<file path="config.mk">
export PLATFORM = sky130hd
export DESIGN_NAME = nearest_neighbor_scale_address_gen
export DESIGN_NICKNAME = d
export VERILOG_FILES = /design/src/hdl/nnsag_pkg.sv /design/src/hdl/nnsag_div.sv /design/src/hdl/nnsag_ctrl.sv /design/src/hdl/nnsag_datapath.sv /design/src/hdl/nearest_neighbor_scale_address_gen.sv
export VERILOG_INCLUDE_DIRS = /design/src /design/src/hdl
export SDC_FILE = /design/constraint.sdc
export NUM_CORES = 2
export LEC_CHECK = 0
export ABC_AREA = 1
export BUFFER_PORTS_ARGS = -buffer_cell sky130_fd_sc_hd__buf_2
export CAP_MARGIN = 15
export CELL_PAD_IN_SITES_DETAIL_PLACEMENT = 0
export CELL_PAD_IN_SITES_GLOBAL_PLACEMENT = 1
export CORE_AREA = 2 2 247 310
export CTS_CLUSTER_SIZE = 8
export DETAILED_ROUTE_END_ITERATION = 10
export DIE_AREA = 0 0 249 312
export HOLD_SLACK_MARGIN = 0.03
export PLACE_DENSITY = 0.79
export SKIP_LAST_GASP = 1
export SLEW_MARGIN = 20
export SYNTH_ARGS = -nofsm -noshare
export SYNTH_HDL_FRONTEND = slang
export SYNTH_SLANG_ARGS = --single-unit
</file>
<file path="constraint.sdc">
create_clock -name clk_i -period 7.45 [get_ports clk_i]
set_clock_uncertainty 0.2 [all_clocks]
set_input_delay 0.745 -clock clk_i [delete_from_list [all_inputs] [get_ports clk_i]]
set_output_delay 0.745 -clock clk_i [all_outputs]
set_load 0.005 [all_outputs]
</file>
<file path="src/hdl/nearest_neighbor_scale_address_gen_defines.svh">
// Assertion macros shared by the address generator.
`ifndef NEAREST_NEIGHBOR_SCALE_ADDRESS_GEN_DEFINES_SVH
`define NEAREST_NEIGHBOR_SCALE_ADDRESS_GEN_DEFINES_SVH

`ifndef SYNTHESIS
// Same-cycle implication, checked outside reset.
`define NNSAG_ASSERT_NOW(label, clk, rst_n, ante, cons) \
  label: assert property (@(posedge clk) disable iff (!rst_n) (ante) |-> (cons)) \
    else $error("nnsag: same-cycle check failed");
// Next-cycle implication, checked outside reset.
`define NNSAG_ASSERT_NEXT(label, clk, rst_n, ante, cons) \
  label: assert property (@(posedge clk) disable iff (!rst_n) (ante) |=> (cons)) \
    else $error("nnsag: next-cycle check failed");
`else
`define NNSAG_ASSERT_NOW(label, clk, rst_n, ante, cons)
`define NNSAG_ASSERT_NEXT(label, clk, rst_n, ante, cons)
`endif

`endif

</file>
<file path="src/hdl/nnsag_pkg.sv">
package nnsag_pkg;

  localparam int DimW     = 13;
  localparam int CoordW   = 12;
  localparam int StrideW  = 16;
  localparam int OffW     = 28;
  localparam int ChW      = 3;
  localparam int CfgIdxW  = 3;
  localparam int CfgDataW = 16;

  localparam int MaxDimDefault = 4096;

  typedef enum logic [CfgIdxW-1:0] {
    CFG_SRC_WIDTH      = 3'd0,
    CFG_SRC_HEIGHT     = 3'd1,
    CFG_SRC_ROW_STRIDE = 3'd2,
    CFG_DST_WIDTH      = 3'd3,
    CFG_DST_HEIGHT     = 3'd4,
    CFG_DST_ROW_STRIDE = 3'd5,
    CFG_CHANNEL_COUNT  = 3'd6
  } cfg_idx_e;

  typedef enum logic [1:0] {
    ST_IDLE,
    ST_DIV,
    ST_STEP
  } state_e;

  // Controller to datapath.
  typedef struct packed {
    logic div_start;   // load both dividers
    logic frame_init;  // latch steps, clear counters
    logic emit;        // load result register and advance
  } cmd_t;

  // Datapath to controller.
  typedef struct packed {
    logic div_busy;
  } status_t;

endpackage

</file>
<file path="src/hdl/nnsag_div.sv">
module nnsag_div
  import nnsag_pkg::*;
(
  input  logic            clk_i,
  input  logic            rst_ni,
  input  logic            start_i,
  input  logic [DimW-1:0] dividend_i,
  input  logic [DimW-1:0] divisor_i,
  output logic            busy_o,
  output logic [DimW-1:0] quotient_o,
  output logic [DimW-1:0] remainder_o
);

  localparam int CntW = $clog2(DimW + 1);

  logic            busy_q, busy_d;
  logic [CntW-1:0] cnt_q, cnt_d;
  logic [DimW-1:0] rem_q, rem_d;
  logic [DimW-1:0] quo_q, quo_d;
  logic [DimW-1:0] den_q, den_d;
  logic [DimW:0]   shifted;
  logic [DimW:0]   diff;
  logic            fits;

  // One quotient bit per cycle, restoring form.
  always_comb begin
    shifted = {rem_q, quo_q[DimW-1]};
    fits    = shifted >= {1'b0, den_q};
    diff    = shifted - {1'b0, den_q};
    busy_d  = busy_q;
    cnt_d   = cnt_q;
    rem_d   = rem_q;
    quo_d   = quo_q;
    den_d   = den_q;
    if (start_i) begin
      busy_d = 1'b1;
      cnt_d  = CntW'(DimW);
      rem_d  = '0;
      quo_d  = dividend_i;
      den_d  = divisor_i;
    end else if (busy_q) begin
      cnt_d = cnt_q - 1'b1;
      if (cnt_q == CntW'(1)) begin
        busy_d = 1'b0;
      end
      rem_d = fits ? diff[DimW-1:0] : shifted[DimW-1:0];
      quo_d = {quo_q[DimW-2:0], fits};
    end
  end

  always_ff @(posedge clk_i or negedge rst_ni) begin
    if (!rst_ni) begin
      busy_q <= 1'b0;
      cnt_q  <= '0;
    end else begin
      busy_q <= busy_d;
      cnt_q  <= cnt_d;
    end
  end

  always_ff @(posedge clk_i) begin
    rem_q <= rem_d;
    quo_q <= quo_d;
    den_q <= den_d;
  end

  assign busy_o      = busy_q;
  assign quotient_o  = quo_q;
  assign remainder_o = rem_q;

endmodule

</file>
<file path="src/hdl/nnsag_ctrl.sv">
module nnsag_ctrl
  import nnsag_pkg::*;
(
  input  logic    clk_i,
  input  logic    rst_ni,
  input  logic    in_valid_i,
  input  logic    restart_i,
  output logic    in_stall_o,
  output logic    out_valid_o,
  input  logic    out_stall_i,
  output cmd_t    cmd_o,
  input  status_t status_i
);

  state_e state_q, state_d;
  logic   out_valid_q, out_valid_d;
  logic   out_free;

  always_comb begin
    out_free   = !out_valid_q || !out_stall_i;
    state_d    = state_q;
    cmd_o      = '0;
    in_stall_o = 1'b1;
    unique case (state_q)
      ST_IDLE: begin
        in_stall_o = 1'b0;
        if (in_valid_i) begin
          if (restart_i) begin
            cmd_o.div_start = 1'b1;
            state_d         = ST_DIV;
          end else if (out_free) begin
            cmd_o.emit = 1'b1;
          end else begin
            state_d = ST_STEP;
          end
        end
      end
      ST_DIV: begin
        if (!status_i.div_busy) begin
          cmd_o.frame_init = 1'b1;
          state_d          = ST_STEP;
        end
      end
      ST_STEP: begin
        if (out_free) begin
          cmd_o.emit = 1'b1;
          state_d    = ST_IDLE;
        end
      end
      default: state_d = ST_IDLE;
    endcase
    // Hold a stalled result, drop it once taken.
    out_valid_d = cmd_o.emit || (out_valid_q && out_stall_i);
  end

  always_ff @(posedge clk_i or negedge rst_ni) begin
    if (!rst_ni) begin
      state_q     <= ST_IDLE;
      out_valid_q <= 1'b0;
    end else begin
      state_q     <= state_d;
      out_valid_q <= out_valid_d;
    end
  end

  assign out_valid_o = out_valid_q;

endmodule

</file>
<file path="src/hdl/nnsag_datapath.sv">
module nnsag_datapath
  import nnsag_pkg::*;
#(
  parameter int MAX_DIM = MaxDimDefault
) (
  input  logic                clk_i,
  input  logic                rst_ni,
  input  logic                cfg_we_i,
  input  logic [CfgIdxW-1:0]  cfg_idx_i,
  input  logic [CfgDataW-1:0] cfg_data_i,
  input  cmd_t                cmd_i,
  output status_t             status_o,
  output logic [OffW-1:0]     src_offset_o,
  output logic [OffW-1:0]     dst_offset_o,
  output logic [CoordW-1:0]   dst_x_o,
  output logic [CoordW-1:0]   dst_y_o,
  output logic                frame_last_o
);

  localparam int DimAllOnes = (1 << DimW) - 1;
  localparam logic [DimW-1:0] DimCap =
    DimW'((MAX_DIM > DimAllOnes) ? DimAllOnes : MAX_DIM);

  function automatic logic [DimW-1:0] clamp_dim(input logic [DimW-1:0] v);
    logic [DimW-1:0] r;
    r = v;
    if (v == '0) begin
      r = DimW'(1);
    end else if (v > DimCap) begin
      r = DimCap;
    end
    return r;
  endfunction

  // Configuration registers.
  logic [DimW-1:0]    src_width_q, src_height_q, dst_width_q, dst_height_q;
  logic [StrideW-1:0] src_stride_q, dst_stride_q;
  logic [ChW-1:0]     channel_count_q;

  always_ff @(posedge clk_i or negedge rst_ni) begin
    if (!rst_ni) begin
      src_width_q     <= DimW'(1);
      src_height_q    <= DimW'(1);
      src_stride_q    <= StrideW'(1);
      dst_width_q     <= DimW'(1);
      dst_height_q    <= DimW'(1);
      dst_stride_q    <= StrideW'(1);
      channel_count_q <= ChW'(3);
    end else if (cfg_we_i) begin
      unique case (cfg_idx_e'(cfg_idx_i))
        CFG_SRC_WIDTH:      src_width_q     <= cfg_data_i[DimW-1:0];
        CFG_SRC_HEIGHT:     src_height_q    <= cfg_data_i[DimW-1:0];
        CFG_SRC_ROW_STRIDE: src_stride_q    <= cfg_data_i[StrideW-1:0];
        CFG_DST_WIDTH:      dst_width_q     <= cfg_data_i[DimW-1:0];
        CFG_DST_HEIGHT:     dst_height_q    <= cfg_data_i[DimW-1:0];
        CFG_DST_ROW_STRIDE: dst_stride_q    <= cfg_data_i[StrideW-1:0];
        CFG_CHANNEL_COUNT:  channel_count_q <= cfg_data_i[ChW-1:0];
        default: ;
      endcase
    end
  end

  logic [DimW-1:0] sw, sh, dw, dh;
  logic [ChW-1:0]  ch;

  assign sw = clamp_dim(src_width_q);
  assign sh = clamp_dim(src_height_q);
  assign dw = clamp_dim(dst_width_q);
  assign dh = clamp_dim(dst_height_q);
  assign ch = (channel_count_q >= ChW'(4)) ? ChW'(4) : ChW'(3);

  // Step dividers, run once per restart.
  logic            col_busy, row_busy;
  logic [DimW-1:0] col_quo, col_rem, row_quo, row_rem;

  nnsag_div u_col_div (
    .clk_i       (clk_i),
    .rst_ni      (rst_ni),
    .start_i     (cmd_i.div_start),
    .dividend_i  (sw),
    .divisor_i   (dw),
    .busy_o      (col_busy),
    .quotient_o  (col_quo),
    .remainder_o (col_rem)
  );

  nnsag_div u_row_div (
    .clk_i       (clk_i),
    .rst_ni      (rst_ni),
    .start_i     (cmd_i.div_start),
    .dividend_i  (sh),
    .divisor_i   (dh),
    .busy_o      (row_busy),
    .quotient_o  (row_quo),
    .remainder_o (row_rem)
  );

  assign status_o.div_busy = col_busy || row_busy;

  // Walk state.
  logic [CoordW-1:0] col_count_q, col_count_d, row_count_q, row_count_d;
  logic [CoordW-1:0] src_col_q, src_col_d, src_row_q, src_row_d;
  logic [DimW-1:0]   col_res_q, col_res_d, row_res_q, row_res_d;
  logic [DimW-1:0]   col_whole_q, col_whole_d, col_frac_q, col_frac_d;
  logic [DimW-1:0]   row_whole_q, row_whole_d, row_frac_q, row_frac_d;

  logic              row_end, frame_end;
  logic [DimW:0]     col_sum, row_sum;
  logic [CoordW-1:0] col_pos, row_pos;
  logic [OffW-1:0]   src_off, dst_off;

  always_comb begin
    row_end   = ({1'b0, col_count_q} + 1'b1) >= dw;
    frame_end = row_end && (({1'b0, row_count_q} + 1'b1) >= dh);

    src_off = OffW'(src_row_q) * OffW'(src_stride_q) + OffW'(src_col_q) * OffW'(ch);
    dst_off = OffW'(row_count_q) * OffW'(dst_stride_q) + OffW'(col_count_q) * OffW'(ch);

    // DDA: add whole and fraction, carry once when the residue overflows.
    col_sum = {1'b0, col_res_q} + {1'b0, col_frac_q};
    col_pos = src_col_q + col_whole_q[CoordW-1:0];
    if (col_sum >= {1'b0, dw}) begin
      col_sum = col_sum - {1'b0, dw};
      col_pos = col_pos + 1'b1;
    end
    row_sum = {1'b0, row_res_q} + {1'b0, row_frac_q};
    row_pos = src_row_q + row_whole_q[CoordW-1:0];
    if (row_sum >= {1'b0, dh}) begin
      row_sum = row_sum - {1'b0, dh};
      row_pos = row_pos + 1'b1;
    end

    col_count_d = col_count_q;
    row_count_d = row_count_q;
    src_col_d   = src_col_q;
    src_row_d   = src_row_q;
    col_res_d   = col_res_q;
    row_res_d   = row_res_q;
    col_whole_d = col_whole_q;
    col_frac_d  = col_frac_q;
    row_whole_d = row_whole_q;
    row_frac_d  = row_frac_q;

    if (cmd_i.frame_init) begin
      col_whole_d = col_quo;
      col_frac_d  = col_rem;
      row_whole_d = row_quo;
      row_frac_d  = row_rem;
      col_count_d = '0;
      row_count_d = '0;
      src_col_d   = '0;
      src_row_d   = '0;
      col_res_d   = '0;
      row_res_d   = '0;
    end else if (cmd_i.emit) begin
      if (!row_end) begin
        col_count_d = col_count_q + 1'b1;
        src_col_d   = col_pos;
        col_res_d   = col_sum[DimW-1:0];
      end else begin
        col_count_d = '0;
        src_col_d   = '0;
        col_res_d   = '0;
        if (frame_end) begin
          row_count_d = '0;
          src_row_d   = '0;
          row_res_d   = '0;
        end else begin
          row_count_d = row_count_q + 1'b1;
          src_row_d   = row_pos;
          row_res_d   = row_sum[DimW-1:0];
        end
      end
    end
  end

  always_ff @(posedge clk_i or negedge rst_ni) begin
    if (!rst_ni) begin
      col_count_q <= '0;
      row_count_q <= '0;
      src_col_q   <= '0;
      src_row_q   <= '0;
      col_res_q   <= '0;
      row_res_q   <= '0;
      col_whole_q <= '0;
      col_frac_q  <= '0;
      row_whole_q <= '0;
      row_frac_q  <= '0;
    end else begin
      col_count_q <= col_count_d;
      row_count_q <= row_count_d;
      src_col_q   <= src_col_d;
      src_row_q   <= src_row_d;
      col_res_q   <= col_res_d;
      row_res_q   <= row_res_d;
      col_whole_q <= col_whole_d;
      col_frac_q  <= col_frac_d;
      row_whole_q <= row_whole_d;
      row_frac_q  <= row_frac_d;
    end
  end

  // Result register.
  logic [OffW-1:0]   src_offset_q, dst_offset_q;
  logic [CoordW-1:0] dst_x_q, dst_y_q;
  logic              frame_last_q;

  always_ff @(posedge clk_i) begin
    if (cmd_i.emit) begin
      src_offset_q <= src_off;
      dst_offset_q <= dst_off;
      dst_x_q      <= col_count_q;
      dst_y_q      <= row_count_q;
      frame_last_q <= frame_end;
    end
  end

  assign src_offset_o = src_offset_q;
  assign dst_offset_o = dst_offset_q;
  assign dst_x_o      = dst_x_q;
  assign dst_y_o      = dst_y_q;
  assign frame_last_o = frame_last_q;

endmodule

</file>
<file path="src/hdl/nearest_neighbor_scale_address_gen.sv">
// Channel   Handshake              Payload
// in        in_valid_i/in_stall_o  restart_i
// out       out_valid_o/out_stall_i src_offset_o, dst_offset_o, dst_x_o, dst_y_o, frame_last_o
// cfg       cfg_we_i               cfg_idx_i, cfg_data_i
//
// A continue item goes straight into the result register while it is free; otherwise it waits in ST_STEP.
// A restart item runs the bit-serial step dividers in ST_DIV, latches the steps, then is emitted from ST_STEP.
// The result register holds its item under out_stall_i; the next item is still accepted.
// Reset clears the walk to pixel zero with zero steps; there is no clearing pass.
`include "nearest_neighbor_scale_address_gen_defines.svh"

module nearest_neighbor_scale_address_gen
  import nnsag_pkg::*;
#(
  parameter int MAX_DIM = MaxDimDefault
) (
  input  logic                clk_i,
  input  logic                rst_ni,
  input  logic                in_valid_i,
  output logic                in_stall_o,
  input  logic                restart_i,
  output logic                out_valid_o,
  input  logic                out_stall_i,
  output logic [OffW-1:0]     src_offset_o,
  output logic [OffW-1:0]     dst_offset_o,
  output logic [CoordW-1:0]   dst_x_o,
  output logic [CoordW-1:0]   dst_y_o,
  output logic                frame_last_o,
  input  logic                cfg_we_i,
  input  logic [CfgIdxW-1:0]  cfg_idx_i,
  input  logic [CfgDataW-1:0] cfg_data_i
);

  cmd_t    cmd;
  status_t status;

  nnsag_ctrl u_ctrl (
    .clk_i       (clk_i),
    .rst_ni      (rst_ni),
    .in_valid_i  (in_valid_i),
    .restart_i   (restart_i),
    .in_stall_o  (in_stall_o),
    .out_valid_o (out_valid_o),
    .out_stall_i (out_stall_i),
    .cmd_o       (cmd),
    .status_i    (status)
  );

  nnsag_datapath #(
    .MAX_DIM (MAX_DIM)
  ) u_datapath (
    .clk_i        (clk_i),
    .rst_ni       (rst_ni),
    .cfg_we_i     (cfg_we_i),
    .cfg_idx_i    (cfg_idx_i),
    .cfg_data_i   (cfg_data_i),
    .cmd_i        (cmd),
    .status_o     (status),
    .src_offset_o (src_offset_o),
    .dst_offset_o (dst_offset_o),
    .dst_x_o      (dst_x_o),
    .dst_y_o      (dst_y_o),
    .frame_last_o (frame_last_o)
  );

  // A new result never overwrites one still waiting downstream.
  `NNSAG_ASSERT_NOW(a_emit_free, clk_i, rst_ni, cmd.emit, !out_valid_o || !out_stall_i)
  // Dividers are idle whenever a result is built or steps are latched.
  `NNSAG_ASSERT_NOW(a_div_idle, clk_i, rst_ni, cmd.emit || cmd.frame_init, !status.div_busy)
  // A divider run starts right after a restart is taken and holds off input.
  `NNSAG_ASSERT_NEXT(a_div_run, clk_i, rst_ni, cmd.div_start, status.div_busy && in_stall_o)

endmodule

</file>
; ---- After elaboration in Yosys (flattened, before gate mapping)
; Cells that the tools add are included.
[op_classes]
mul = 4
muxes = 66
n_reduce_logical = 26
eq_ne = 14
add_sub_neg = 18
order_cmp = 11
[ops]
columns = op, count
row1 = $mux 13, 23
row2 = $mux 12, 16
row3 = $add 28x15->28, 2
row4 = $ge 14x13->1, 4
row5 = $mul 12x16->28, 2
row6 = $gt 13x13->1 const B, 4
row7 = $logic_not 13->1, 4
row8 = $sub 13x13->13, 4
row9 = $add 12x1->12 const B, 4
row10 = $mul 12x3->15, 2
row11 = $add 13x13->14, 2
row12 = $add 12x1->13 const B, 2
row13 = $ge 13x13->1, 2
row14 = $add 12x12->12, 2
row15 = $mux 4, 4
row16 = $reduce_and 2->1, 8
row17 = $mux 1, 15
row18 = $mux 2, 5
row19 = $eq 3x3->1 const B, 3
row20 = $eq 4x1->1 const B, 2
row21 = $reduce_bool 2->1, 4
row22 = $sub 4x1->4 const B, 2
row23 = $eq 3x2->1 const B, 2
row24 = $pmux 2 s3, 1
row25 = other kinds (15), 20
[word_totals]
out_inout_bits = 83
inputBits = 25
regBits = 383
elab_cells = 173

; ---- Longest topological paths before layout
[depth]
depth_word = 9
depth_mapped = 25
mapped_depth_nobuf = 23

; ---- By module
; A second synthesis with hierarchy kept.
[hier_totals]
hier_cells = 4709
hier_area_um2 = 37086.8
[by_module_without_submodules]
columns = module, area_each_um2, instances, cells_per_inst, seq_area_each_um2
row1 = nnsag_datapath, 31347.6, 1, 3960, 7669.9
row2 = nnsag_div, 2771.4, 2, 360, 1166.1
row3 = nnsag_ctrl, 196.4, 1, 29, 75.1

; ---- Worst setup path after synthesis
; OpenSTA, ideal clock, no wires.
[synth_path]
path_kind = flip-flop to flip-flop
startpoint = register u_datapath.row_count_q[5]
endpoint = register u_datapath.dst_offset_q[20] (netlist: u_datapath.dst_offset_o[20]) (data pin)
setup_slack_ns = 1.570
period_less_slack_ns = 5.880
path_buffers = 2
stages_incl_launch_ff = 23
t_arrival_ns = 5.421
cell_sequence = dfrtp_1 buf_1 buf_1 nand2_1 fa_1 inv_1 fa_1 ha_1 fa_1 inv_1 fa_1 fa_1 inv_1 ha_1 a21oi_1 a21oi_1 nor2_1 nor2_1 nor2_1 o21ai_0 nand2_1 nand2_1 xor2_1
[synth_between]
elab_chain_len = 2
[synth_lines]
columns = item, line_no
row1 = start: declaration, nnsag_datapath.sv:101  ; logic [CoordW-1:0] col_count_q, col_count_d, row_count_q, row_count_d;
row2 = start signal: assignment, nnsag_datapath.sv:191  ; row_count_q <= row_count_d;
row3 = $mul 12x16->28, nnsag_datapath.sv:117  ; dst_off = OffW'(row_count_q) * OffW'(dst_stride_q) + OffW'(col_count_q) * OffW'(ch);
row4 = $add 28x15->28, nnsag_datapath.sv:117
row5 = via u_datapath.dst_off[20], nnsag_datapath.sv:110  ; logic [OffW-1:0] src_off, dst_off;
row6 = end signal: assignment, nnsag_datapath.sv:211  ; dst_offset_q <= dst_off;
row7 = end: declaration, nnsag_datapath.sv:204  ; logic [OffW-1:0] src_offset_q, dst_offset_q;
; The timed path passes the listed nets, and every way through them passes these cells.
; A chain may end at the register's enable or synchronous reset.

; ---- Worst setup path after layout
[layout_path]
startpoint = register u_datapath.src_row_q[9]
endpoint = register u_datapath.src_offset_q[22] (netlist: u_datapath.src_offset_o[22]) (data pin)
[layout_between]
elab_chain_len = 2
[layout_lines]
columns = item, line_no
row1 = start: declaration, nnsag_datapath.sv:102  ; logic [CoordW-1:0] src_col_q, src_col_d, src_row_q, src_row_d;
row2 = start signal: assignment, nnsag_datapath.sv:193  ; src_row_q <= src_row_d;
row3 = $mul 12x16->28, nnsag_datapath.sv:116  ; src_off = OffW'(src_row_q) * OffW'(src_stride_q) + OffW'(src_col_q) * OffW'(ch);
row4 = $add 28x15->28, nnsag_datapath.sv:116
row5 = via u_datapath.src_off[22], nnsag_datapath.sv:110
row6 = end signal: assignment, nnsag_datapath.sv:210  ; src_offset_q <= src_off;
row7 = end: declaration, nnsag_datapath.sv:204
; The timed path passes the listed nets, and every way through them passes these cells.

==> run metrics <==
outcome=complete, no violations; initial DRC count=1,631; IO Pins=108; cts hold-fix bufs=1; main area contributors after synthesis=fa_1 (19%), dfrtp_1 (15%), nand2_1 (12%); Post-CTS Setup Bufs=0; maxcap violations=0; vias in the first global route=29,610; Synth warnings=0; Leak Pwr=22.10 nW; Routed WL=95.88 mm; relative slew slack=24.35%; CP arrival=6.48 ns; share of the synthesized area in the top cell type=18.67%; Switching Power=9.773 mW; M3 GR Usage=3.015%; share of cells above drive strength 1=4.855%; RSZ-0062 raised after global routing=no; period utilization=84.85%; Synth Area in Compound Gates=8.518%; area of the mapped netlist=0.03625 mm²; Row Count=112; Pre-Repair DR Iteration Count=5; xor and xnor fraction of the mapped netlist area=3.286%; met2 Usage GRT=44.59%; adder-cell area share of the yosys netlist=30.19%; CP max stage cell=dfrtp_1; first-pass GRT wire length=158.4 mm; final worst path period need=6.321 ns; sequential share of power=21.1%; routed wire length per instance=17.24 µm; Yosys cell types=52; switch share=50.50%; Logic pwr share=66.2%; Req. time, crit path=7.61 ns; crit-path max FO=18; largest net degree at the start of global routing=97; Pwr Total=19.35 mW; Largest stage delay, worst path=0.86 ns; register area share after synthesis=27.80%; CTS clk-pin slew, worst paths=0.05 ns; Synth Area in Simple Gates=17.92%; Finish-stage setup viols=0; Async SR Flop Fraction=58.27%; PortBufs=107; Max Clk Rate=158.2 MHz; crit path capture type=flop; GPL Wtd Cong=0.8617; internal power=9.581 mW; VDD IR-drop max=0.0004609 V; PD cells=494.1 mW/mm²; Fin. Hold Viols=0; Hold Path Depth=3; crit path launch type=flop; gr busiest metal=met2; Synth Flop Type=dfrtp_1; Clock power frac=12.7%; main combinational cell family by area after synthesis=adder cells; antenna violations before repair=4; Seq cells post-synth=381; number of synthesized flops with an enable pin=133; final net count=5,244; Residual DRC=0; Die W=249 µm; post-DR vias/cell=5.118; M1 GR Usage=33.31%; CTS Sinks=381; total number of H-tree levels=2; total core area=0.07441 mm²; CTS tree=yes; post-synthesis mux area share=0%; most used cell, CP=fa_1; Chip Height=312 µm; root buffer cell=clkbuf_16; total gr overflow=0; syn_area_per_cell=8.013 µm²; Layout area overhead=8.066%; Max Slew Vio Count=0; Longest Clk Path Bufs=3; Cell Chain, Critical Path=nand2_1, fa_1, inv_1, fa_1, fa_1, fa_1, fa_1, inv_1, fa_1, inv_1, ha_1, a21oi_1, o21ai_0, a21oi_1, o21ai_0, a21oi_1, o21ai_0, nor2_1, nor2_1; cts bufs inserted=55; total die area=0.07769 mm²; ant diodes=0; post_cts resized=0; crit path kind=flop to flop; Worst-Skew Late Latency=0.64 ns; antenna-violating nets left=0; hpwl dp=73.68 mm; Initial Util=48.72%; via count=28,470; Slew @ Worst Pin=1.132 ns; hold crit path type=primary input to flop; Worst R2R Path Depth=19; Total GRT Usage=25.62%; setup_tns=0 ns; Yosys top cell by area=fa_1; post-synthesis cell count=4,524
## worst paths after layout
kind,startpoint,to,slack [ns]
max,u_datapath.src_row_q[9],u_datapath.src_offset_o[22],1.13
min reg2reg,u_datapath.u_row_div.cnt_q[1],u_datapath.u_row_div.cnt_q[1],0.28
max reg2reg,u_datapath.src_row_q[9],u_datapath.src_offset_o[22],1.13
min,out_stall_i,u_ctrl.out_valid_o,0.20
min in group asynchronous,rst_ni,u_datapath.row_frac_q[4],0.51
max in group asynchronous,rst_ni,u_datapath.row_whole_q[3],4.97
## cell usage after synthesis, types with 18 or more instances
master	n
clkbuf_1	120
buf_1	18
a21oi_1	147
xor2_1	96
o21ai_0	283
nand3_1	152
o21bai_1	41
nor3_1	30
dfxtp_1	26
inv_1	996
nand4_1	35
nor2_1	184
fa_1	338
ha_1	334
edfxtp_1	133
dfrtp_1	216
o211ai_1	24
xnor2_1	40
nand2_1	1173
## sequential cells by signal, summed over array words and instances, names as in the netlist, 13 cells and up
register / cells
u_datapath.u_row_div.remainder_o: 13
u_datapath.col_frac_q: 13
u_datapath.src_width_q: 13
u_datapath.u_row_div.quotient_o: 13
u_datapath.row_res_q: 13
u_datapath.dst_width_q: 13
u_datapath.u_col_div.remainder_o: 13
u_datapath.dst_offset_o: 28
u_datapath.dst_height_q: 13
u_datapath.u_col_div.den_q: 13
u_datapath.row_frac_q: 13
u_datapath.col_res_q: 13
u_datapath.src_stride_q: 16
u_datapath.u_row_div.den_q: 13
u_datapath.src_height_q: 13
u_datapath.src_offset_o: 28
u_datapath.dst_stride_q: 16
u_datapath.u_col_div.quotient_o: 13
## power groups by stage
stage	sequential, mW	combinational, mW	clock [mW]
detailed placement	4.11	12.8	0
global placement	4.11	12.8	0
finish	4.09	12.8	2.45
global route	4.18	14.9	2.59
CTS	4.09	12.9	2.51
floorplan	3.66	10.1	0
## cell families after synthesis
| group | count (synthesis) |
|---|---|
| buffers and inverters | 1166 |
| and+or+nand+nor | 1610 |
| adders and majority gates | 672 |
| other | 1 |
| DFF | 381 |
| xor gates and xnor gates | 136 |
| AOI/OAI and AO/OA | 558 |
## metal layers
layer	wire, µm	vias up
li1	-	13980
met1	40670	13680
met2	47310	652
met3	4813	156
met4	3092	0
met5	0	-
## cell type report
class	count	area, µm²
sequential	381	10080
timing repair buffer	130	720.7
multi-input combinational	2978	21730
clock inverter	4	71.32
fill	7228	35240
tap	969	1212
clock buffer	99	1603
inverter	1001	3757
## cells in the final DEF, fill, tap and decap left out, types with 7 or more instances in the layout
cell       count
nand4_1       35
xnor2_1       40
buf_4         22
nor3_1        30
xor2_1        96
nand3b_1       7
buf_2        106
a21o_1        12
nor2_1       184
nand2_1     1173
edfxtp_1     133
a21oi_1      147
inv_1        995
fa_1         338
o21bai_1      41
nand3_1      152
o211ai_1      24
clkbuf_1      39
o21ai_0      283
dfxtp_1       26
dfrtp_1      216
nor4_1        14
o21ai_1       14
clkbuf_16     56
ha_1         334
## critical path, delay by kind of cell, from the launching register on
family,cells,cell delay (ns)
AO/OA/AOI/OAI,6,1.13
adder cells (fa/ha/maj),7,3.39
buffers and inverters,3,0.15
flip-flops,1,0.86
AND/OR/NAND/NOR,3,0.35
## stage by stage
step / instances / utilization [%] / setup slack [ns] / hold slack (ns) / cell area (µm²)
6_report: 5562 / 52.65 / 1.129 / 0.1986 / 39180
2_1_floorplan: 4525 / - / 1.570 / 0.2231 / 36250
5_1_grt: 5562 / 52.65 / 0.6475 / 0.2251 / 39180
3_3_place_gp: 5458 / 50.38 / 1.237 / 0.2625 / 37490
3_5_place_dp: 5458 / 50.38 / 1.172 / 0.2698 / 37490
4_1_cts: 5562 / 52.65 / 1.102 / 0.1760 / 39180
Power figures use the tool's default switching activity.
